## config.mk

```make
export PLATFORM = sky130hd
export DESIGN_NAME = node_discovery_aging_table_core
export DESIGN_NICKNAME = d
export VERILOG_FILES = /design/src/rtl/core/ndat_pkg.sv /design/src/rtl/core/node_discovery_aging_table_core.sv /design/src/rtl/core/ndat_ram.sv /design/src/rtl/core/ndat_capture.sv
export SDC_FILE = /design/constraint.sdc
export NUM_CORES = 2
export LEC_CHECK = 0
export ABC_AREA = 1
export BUFFER_PORTS_ARGS = -buffer_cell sky130_fd_sc_hd__buf_2
export CAP_MARGIN = 20
export CELL_PAD_IN_SITES_DETAIL_PLACEMENT = 1
export CELL_PAD_IN_SITES_GLOBAL_PLACEMENT = 1
export CORE_AREA = 2 2 539 541
export CTS_BUF_LIST = sky130_fd_sc_hd__clkbuf_2 sky130_fd_sc_hd__clkbuf_4 sky130_fd_sc_hd__clkbuf_8
export DETAILED_ROUTE_END_ITERATION = 12
export DIE_AREA = 0 0 541 543
export GPL_ROUTABILITY_DRIVEN = 1
export PLACE_DENSITY_LB_ADDON = 0.1
export SKIP_CTS_REPAIR_TIMING = 1
export SLEW_MARGIN = 10
export SYNTH_ARGS = -nofsm -noshare
export SYNTH_HDL_FRONTEND = slang
export SYNTH_SLANG_ARGS = --single-unit
```

## constraint.sdc

```tcl
create_clock -name clk -period 9.08 [get_ports clk]
set_input_delay 1.816 -clock clk [delete_from_list [all_inputs] [get_ports clk]]
set_output_delay 1.816 -clock clk [all_outputs]
set_load 0.02 [all_outputs]
```

## src/rtl/core/ndat_pkg.sv

```systemverilog
// ----------------------------------------------------------------------------
// ndat_pkg
// Shared types and constants for the node discovery aging table.
// ----------------------------------------------------------------------------
`default_nettype none

package ndat_pkg;

  localparam int MAX_NODES_DEF = 16;

  // announcement header and layout
  localparam logic [7:0] TOKEN_NODE_INFO = 8'd255;
  localparam logic [7:0] ID_NODE_INFO    = 8'd1;
  localparam logic [5:0] POS_TOKEN       = 6'd0;
  localparam logic [5:0] POS_ID          = 6'd1;
  localparam logic [5:0] POS_IP_FIRST    = 6'd2;
  localparam logic [5:0] POS_IP_LAST     = 6'd5;
  localparam logic [5:0] POS_TYPE        = 6'd38;
  localparam logic [5:0] POS_UNIT        = 6'd39;
  localparam logic [5:0] POS_BUILD_FIRST = 6'd40;
  localparam logic [5:0] POS_BUILD_LAST  = 6'd43;
  localparam logic [5:0] MIN_LEN_RECOG   = 6'd40;
  localparam logic [5:0] MIN_LEN_BUILD   = 6'd44;
  localparam logic [5:0] BYTE_COUNT_MAX  = 6'd63;
  localparam logic [3:0] AGE_LIMIT       = 4'd10;

  typedef enum logic [1:0] {
    KIND_BYTE  = 2'd0,
    KIND_TICK  = 2'd1,
    KIND_QUERY = 2'd2
  } kind_t;

  typedef struct packed {
    logic [1:0] kind;
    logic [7:0] data_byte;
    logic       last_byte;
    logic       supplementary_port;
    logic       sender_is_self;
    logic [7:0] query_unit;
  } cmd_t;

  typedef struct packed {
    logic        packet_recognized;
    logic        entry_written;
    logic        dropped_table_full;
    logic [4:0]  removed_count;
    logic [4:0]  entries_in_use;
    logic        found;
    logic [31:0] found_ip;
    logic [7:0]  found_type;
    logic [31:0] found_build;
    logic [3:0]  found_age;
  } result_t;

  // what the capture stage hands over at the final byte
  typedef struct packed {
    logic        recognized;
    logic [7:0]  unit;
    logic [31:0] ip;
    logic [7:0]  ntype;
    logic [31:0] build;
  } pkt_info_t;

  typedef struct packed {
    logic [7:0]  unit;
    logic [31:0] ip;
    logic [7:0]  ntype;
    logic [31:0] build;
    logic [3:0]  age;
  } slot_t;

endpackage

`default_nettype wire

```

## src/rtl/core/node_discovery_aging_table_core.sv

```systemverilog
// ----------------------------------------------------------------------------
// node_discovery_aging_table_core
// Neighbour table fed by announcement bytes, with aging ticks and lookups.
//
//   channel   signals                        handshake
//   command   start, cmd, busy               taken when start & !busy
//   result    done, result                   one cycle strobe, no back-pressure
//   config    cfg_valid, cfg_data, cfg_ready write when cfg_valid & cfg_ready
//
// A non-final byte is taken while idle and busy stays low. A final byte
// that updates nothing finishes at once; its result word follows in the cycle
// after acceptance. Kind 3 is taken and dropped with no result. Table work
// walks the slots through the entry RAM, a read step and a check step per
// slot; a table update that writes a slot ends with a write step.
// Reset empties the table by clearing its valid bits; no clearing pass.
// ----------------------------------------------------------------------------
`default_nettype none

module node_discovery_aging_table_core import ndat_pkg::*; #(
  parameter int MAX_NODES = MAX_NODES_DEF
) (
  input  wire logic clk,
  input  wire logic rst,
  input  wire logic start,
  input  wire cmd_t cmd,
  output logic      busy,
  output logic      done,
  output result_t   result,
  input  wire logic cfg_valid,
  input  wire logic cfg_data,
  output logic      cfg_ready
);

  localparam int IDX_W = (MAX_NODES > 1) ? $clog2(MAX_NODES) : 1;
  localparam int CNT_W = $clog2(MAX_NODES + 1);
  localparam logic [IDX_W-1:0] LAST_IDX = IDX_W'(MAX_NODES - 1);

  typedef enum logic [3:0] {
    ST_IDLE = 4'b0001,
    ST_RD   = 4'b0010,
    ST_CK   = 4'b0100,
    ST_WR   = 4'b1000
  } state_t;

  state_t               state, state_next;
  logic [1:0]           op;
  logic [IDX_W-1:0]     idx, idx_next;
  logic [IDX_W-1:0]     target, target_next;
  logic [IDX_W-1:0]     free_idx, free_idx_next;
  logic                 free_found, free_found_next;
  logic                 is_new, is_new_next;
  logic [CNT_W-1:0]     count, count_next;
  logic [CNT_W-1:0]     removed, removed_next;
  logic [MAX_NODES-1:0] valid, valid_next;
  logic                 list_enable;
  pkt_info_t            pkt;
  logic [7:0]           qunit;

  logic                 accept;
  logic                 fin;
  result_t              res_next;
  pkt_info_t            cap_info;
  slot_t                rd;
  slot_t                wr;
  logic [$bits(slot_t)-1:0] rdata;
  logic                 we;
  logic [IDX_W-1:0]     waddr;
  logic                 v;
  logic                 at_last;
  logic                 unit_hit;
  logic                 keep;

  assign accept    = start && !busy;
  assign busy      = (state != ST_IDLE);
  assign cfg_ready = 1'b1;

  ndat_capture u_capture (
    .clk                (clk),
    .rst                (rst),
    .byte_en            (accept && (cmd.kind == KIND_BYTE)),
    .data_byte          (cmd.data_byte),
    .last_byte          (cmd.last_byte),
    .supplementary_port (cmd.supplementary_port),
    .info               (cap_info)
  );

  ndat_ram #(
    .WIDTH ($bits(slot_t)),
    .DEPTH (MAX_NODES)
  ) u_slots (
    .clk   (clk),
    .we    (we),
    .waddr (waddr),
    .wdata (wr),
    .raddr (idx),
    .rdata (rdata)
  );

  assign rd       = slot_t'(rdata);
  assign v        = valid[idx];
  assign at_last  = (idx == LAST_IDX);
  assign unit_hit = v && (rd.unit == ((op == KIND_BYTE) ? pkt.unit : qunit));
  assign keep     = (rd.ip[7:0] != 8'd0) && (rd.age < AGE_LIMIT);

  // entry write: fresh announcement, or an aged entry written back
  always_comb begin
    if (state == ST_WR) begin
      we       = 1'b1;
      waddr    = target;
      wr.unit  = pkt.unit;
      wr.ip    = pkt.ip;
      wr.ntype = pkt.ntype;
      wr.build = pkt.build;
      wr.age   = '0;
    end else begin
      we       = (state == ST_CK) && (op == KIND_TICK) && v && keep;
      waddr    = idx;
      wr       = rd;
      wr.age   = rd.age + 4'd1;
    end
  end

  always_comb begin
    state_next      = state;
    idx_next        = idx;
    target_next     = target;
    free_idx_next   = free_idx;
    free_found_next = free_found;
    is_new_next     = is_new;
    count_next      = count;
    removed_next    = removed;
    valid_next      = valid;
    fin             = 1'b0;
    res_next        = '0;
    res_next.entries_in_use = 5'(count);

    case (state)
      ST_IDLE: begin
        if (accept) begin
          case (cmd.kind)
            KIND_BYTE: begin
              if (cmd.last_byte) begin
                if (cap_info.recognized && list_enable && !cmd.sender_is_self) begin
                  state_next      = ST_RD;
                  idx_next        = '0;
                  free_found_next = 1'b0;
                end else begin
                  fin = 1'b1;
                  res_next.packet_recognized = cap_info.recognized;
                end
              end
            end
            KIND_TICK: begin
              state_next   = ST_RD;
              idx_next     = '0;
              removed_next = '0;
            end
            KIND_QUERY: begin
              state_next = ST_RD;
              idx_next   = '0;
            end
            default: ;
          endcase
        end
      end

      ST_RD: state_next = ST_CK;

      ST_CK: begin
        case (op)
          KIND_BYTE: begin
            if (unit_hit) begin
              target_next = idx;
              is_new_next = 1'b0;
              state_next  = ST_WR;
            end else begin
              if (!v && !free_found) begin
                free_found_next = 1'b1;
                free_idx_next   = idx;
              end
              if (at_last) begin
                if (free_found || !v) begin
                  target_next = free_found ? free_idx : idx;
                  is_new_next = 1'b1;
                  state_next  = ST_WR;
                end else begin
                  fin        = 1'b1;
                  state_next = ST_IDLE;
                  res_next.packet_recognized  = 1'b1;
                  res_next.dropped_table_full = 1'b1;
                end
              end else begin
                idx_next   = idx + 1'b1;
                state_next = ST_RD;
              end
            end
          end
          KIND_TICK: begin
            if (v && !keep) begin
              valid_next[idx] = 1'b0;
              removed_next    = removed + 1'b1;
              count_next      = count - 1'b1;
            end
            if (at_last) begin
              fin        = 1'b1;
              state_next = ST_IDLE;
              res_next.removed_count  = 5'(removed_next);
              res_next.entries_in_use = 5'(count_next);
            end else begin
              idx_next   = idx + 1'b1;
              state_next = ST_RD;
            end
          end
          KIND_QUERY: begin
            if (unit_hit) begin
              fin        = 1'b1;
              state_next = ST_IDLE;
              res_next.found       = 1'b1;
              res_next.found_ip    = rd.ip;
              res_next.found_type  = rd.ntype;
              res_next.found_build = rd.build;
              res_next.found_age   = rd.age;
            end else if (at_last) begin
              fin        = 1'b1;
              state_next = ST_IDLE;
            end else begin
              idx_next   = idx + 1'b1;
              state_next = ST_RD;
            end
          end
          default: state_next = ST_IDLE;
        endcase
      end

      ST_WR: begin
        valid_next[target] = 1'b1;
        if (is_new) begin
          count_next = count + 1'b1;
        end
        fin        = 1'b1;
        state_next = ST_IDLE;
        res_next.packet_recognized = 1'b1;
        res_next.entry_written     = 1'b1;
        res_next.entries_in_use    = 5'(count_next);
      end

      default: state_next = ST_IDLE;
    endcase
  end

  // control
  always_ff @(posedge clk) begin
    if (rst) begin
      state       <= ST_IDLE;
      valid       <= '0;
      count       <= '0;
      done        <= 1'b0;
      list_enable <= 1'b1;
    end else begin
      state <= state_next;
      valid <= valid_next;
      count <= count_next;
      done  <= fin;
      if (cfg_valid && cfg_ready) begin
        list_enable <= cfg_data;
      end
    end
  end

  // datapath
  always_ff @(posedge clk) begin
    idx        <= idx_next;
    target     <= target_next;
    free_idx   <= free_idx_next;
    free_found <= free_found_next;
    is_new     <= is_new_next;
    removed    <= removed_next;
    if (accept) begin
      op    <= cmd.kind;
      qunit <= cmd.query_unit;
      pkt   <= cap_info;
    end
    if (fin) begin
      result <= res_next;
    end
  end

endmodule

`default_nettype wire

```

## src/rtl/core/ndat_ram.sv

```systemverilog
// ----------------------------------------------------------------------------
// ndat_ram
// Generic single write port, single read port RAM with registered read.
// ----------------------------------------------------------------------------
`default_nettype none

module ndat_ram #(
  parameter int WIDTH = 8,
  parameter int DEPTH = 16,
  localparam int AW = (DEPTH > 1) ? $clog2(DEPTH) : 1
) (
  input  wire logic             clk,
  input  wire logic             we,
  input  wire logic [AW-1:0]    waddr,
  input  wire logic [WIDTH-1:0] wdata,
  input  wire logic [AW-1:0]    raddr,
  output logic      [WIDTH-1:0] rdata
);

  logic [WIDTH-1:0] mem [DEPTH];

  always_ff @(posedge clk) begin
    if (we) begin
      mem[waddr] <= wdata;
    end
    rdata <= mem[raddr];
  end

endmodule

`default_nettype wire

```

## src/rtl/core/ndat_capture.sv

```systemverilog
// ----------------------------------------------------------------------------
// ndat_capture
// Byte-wise header capture of a node announcement; cleared after each final
// byte. Presents the decoded packet for the byte now being taken.
// ----------------------------------------------------------------------------
`default_nettype none

module ndat_capture import ndat_pkg::*; (
  input  wire logic       clk,
  input  wire logic       rst,
  input  wire logic       byte_en,
  input  wire logic [7:0] data_byte,
  input  wire logic       last_byte,
  input  wire logic       supplementary_port,
  output pkt_info_t       info
);

  logic [5:0]  byte_count, byte_count_next;
  logic [7:0]  token, token_next;
  logic [7:0]  id, id_next;
  logic [31:0] ip, ip_next;
  logic [7:0]  ntype, ntype_next;
  logic [7:0]  unit, unit_next;
  logic [31:0] build, build_next;
  logic [1:0]  ip_lane;

  always_comb begin
    token_next = token;
    id_next    = id;
    ip_next    = ip;
    ntype_next = ntype;
    unit_next  = unit;
    build_next = build;
    // positions 2..5 map onto lanes 0..3 by their low two bits less two
    ip_lane    = byte_count[1:0] - 2'd2;
    if (byte_count == POS_TOKEN) begin
      token_next = data_byte;
    end else if (byte_count == POS_ID) begin
      id_next = data_byte;
    end else if (byte_count inside {[POS_IP_FIRST:POS_IP_LAST]}) begin
      ip_next[{ip_lane, 3'b000} +: 8] = data_byte;
    end else if (byte_count == POS_TYPE) begin
      ntype_next = data_byte;
    end else if (byte_count == POS_UNIT) begin
      unit_next = data_byte;
    end else if (byte_count inside {[POS_BUILD_FIRST:POS_BUILD_LAST]}) begin
      build_next[{byte_count[1:0], 3'b000} +: 8] = data_byte;
    end
    byte_count_next = (byte_count == BYTE_COUNT_MAX) ? byte_count : byte_count + 6'd1;

    info.recognized = supplementary_port && (token_next == TOKEN_NODE_INFO) &&
                      (id_next == ID_NODE_INFO) && (byte_count_next >= MIN_LEN_RECOG);
    info.unit       = unit_next;
    info.ip         = ip_next;
    info.ntype      = ntype_next;
    info.build      = (byte_count_next >= MIN_LEN_BUILD) ? build_next : '0;
  end

  always_ff @(posedge clk) begin
    if (rst || (byte_en && last_byte)) begin
      byte_count <= '0;
      token      <= '0;
      id         <= '0;
      ip         <= '0;
      ntype      <= '0;
      unit       <= '0;
      build      <= '0;
    end else if (byte_en) begin
      byte_count <= byte_count_next;
      token      <= token_next;
      id         <= id_next;
      ip         <= ip_next;
      ntype      <= ntype_next;
      unit       <= unit_next;
      build      <= build_next;
    end
  end

endmodule

`default_nettype wire
```

==> out/qor.csv <==
metric,value,unit
met3_usage,2.31,%
swShare,32.1,%
hpwl,131,mm
wl_per_cell,24.7,um
dieWidth,541,um
grt_pass1_vias,48048,
layout-area-overhead-vs-synth,17.7,%
ir_worst_vdd,165,uV
clkTransAtPathRegs,60,ps
drtAntennaViolNets,0,
p_comb_share,21.5,%
async_reset_ff_share,0,%
avgSynthCellArea,12.0,um^2
place_inst,9407,
finalCritPeriodShare,56.6,%
power,23.2,mW
numCtsBuffers,332,
synth_flop_cell,edfxtp_1,
post-route-util,28.2,%
grt_usage,16.6,%
ys_ff_latch,1756,
drtIter0Drc,2926,
synth-edff-count,1543,
p_seq_share,44.1,%
die_area,0.294,mm^2
cellPowerDensity,287,mW/mm^2
seq_area_frac_synth,73.6,%
start_util,23.9,%
cts_sinks,1756,
drc,0,
gp_congestion,0.742,
p_int,15.8,mW
outcome,"complete, no violations",
finalHoldViolCount,0,
cp_data_arrival_time,5710,ps
syn_inst,5724,
io-pin-count,119,
synth_nets,5764,
relSlewSlack,24.9,%
clockBufferDepth,4,
criticalPathCategory,reg2reg,
fin_ws,3940,ps
min_path_type,reg2reg,
wl,248,mm
leakage,27.0,nW
port_buffers,117,
grt_max_degree,162,
nNetsFinal,6013,
worst_slew_pin_slew,1120,ps
maxCapViolations,0,
final_cell_mix,"edfxtp_1, o21ai_0, nor2_1",
vias,45972,
timing.fmax,195,MHz
global_route.usage.met1,23.0,%
final_common_cell,edfxtp_1,
finClkSkew,70.0,ps
insertion_delay,960,ps
dieHeight,543,um
setup_viol_count_final,0,
top_usage_layer,met2,
synth_cell_types,48,
htree_levels,5,
gr-usage-met2,26.7,%
endpoint_kind,flip-flop,
power_switching,7.46,mW
drt_first_pass_iters,5,
critical_path_required,9650,ps
worstPathMaxFanout,55,
grt_antenna_before_repair,26,
cts_tree,yes,
rsz0062_at_grt,false,
via_per_inst,4.59,
drive_gt1_share,15.1,%
cts_root_buffer,clkbuf_8,
instances_no_fill,10019,
synthesis.area,0.0688,mm^2
pre_cts_slack,3720,ps
min_period,5140,ps
critPathLaunchType,flip-flop,
nFillCells,31544,
fp-row-count,197,
drv_slew,0,
fin_tns_setup,0,ps
coreArea,0.287,mm^2
yosys_warnings,0,
grt_pass1_wl,356,mm
grt-ovfl-total,0,
p_clk_share,34.4,%
stage by stage:
stage / hold slack [ps] / area, um^2
floorplan: 431 / 68800
global placement: 444 / 74100
detailed placement: 449 / 74100
CTS: 461 / 80900
global route: 475 / 81000
finish: 455 / 81000
layout make-up:
type | count | area (um^2) | share of cell area (%)
antenna | 5 | 12.5 | 0.0155
clock buffer | 525 | 6260 | 7.73
clock inverter | 69 | 464 | 0.573
inverter | 270 | 1060 | 1.31
multi-input combinational | 3339 | 15900 | 19.7
sequential | 1756 | 50600 | 62.5
tap | 3781 | 4730 | 5.84
timing repair buffer | 274 | 1930 | 2.38
metal layers:
| layer | wire length, um | vias to the layer above |
|---|---|---|
| met5 | 23 | - |
| li1 | - | 21102 |
| met3 | 8490 | 410 |
| met4 | 6640 | 4 |
| met2 | 114000 | 827 |
| met1 | 119000 | 23629 |
critical path, stage by stage, from the launching register on:
cell and delay, ps:
dfxtp_1 640, clkinv_1 460, ha_1 560, inv_1 370
nand4_2 320, o21ai_0 340, nand3_1 110, nor2_1 310
nand3_1 180, a21oi_1 290, nand2_4 540, buf_4 580
cells by family after synthesis:
group	count (synthesis)	synth area share, %
AND/OR/NAND/NOR	1883	11.2
flip-flops	1756	73.6
AO/OA/AOI/OAI	1427	11.2
buffers and inverters	629	3.58
adder cells (fa/ha/maj)	14	0.255
multiplexers	8	0.131
XOR/XNOR	6	0.0764
other	1	0.00545
state kept, by name, indices dropped and copies added (netlist names):
signal / flops
op: 2
u_capture.ip: 32
free_idx: 4
list_enable: 1
u_slots.rdata: 84
u_capture.byte_count: 6
u_capture.token: 8
u_slots.mem: 1344
u_capture.unit: 8
is_new: 1
u_capture.id: 8
result: 90
idx: 4
state: 4
done: 1
qunit: 8
count: 5
pkt: 80
removed: 5
u_capture.build: 32
valid: 16
free_found: 1
u_capture.ntype: 8
target: 4
synth_stat cells, drive strengths merged (11+ instances only):
library cell,n,area share (%)
a211oi,11,0.12
a21oi,108,0.79
buf,61,0.47
clkbuf,298,1.6
dfxtp,213,6.2
edfxtp,1543,67
ha,14,0.25
inv,266,1.5
nand2,695,3.8
nand3,78,0.59
nand4,104,0.95
nor2,956,5.4
nor3,38,0.31
o21ai,931,6.8
o22ai,336,3.1
o31ai,19,0.24
final timing paths:
kind	start	endpoint	slack (ps)	depth (start not counted)
worst min register to register	u_capture.ip[24]	u_capture.ip[24]	450	2
worst max-delay path	u_capture.byte_count[0]	result[38]	3940	11
worst min-delay path	u_capture.ip[24]	u_capture.ip[24]	450	2
worst max register to register	u_capture.byte_count[0]	result[38]	3940	11
power by group through the flow:
stage          combinational (mW)  sequential, mW  clock, mW
2_1_floorplan                2.90            10.4          0
3_3_place_gp                 5.08            10.4          0
3_5_place_dp                 5.10            10.4          0
4_1_cts                      5.12            10.3       8.29
5_1_grt                      5.62            10.3       8.62
6_report                     5.01            10.2       7.99
Note: power is estimated with default switching activity, not from simulation.
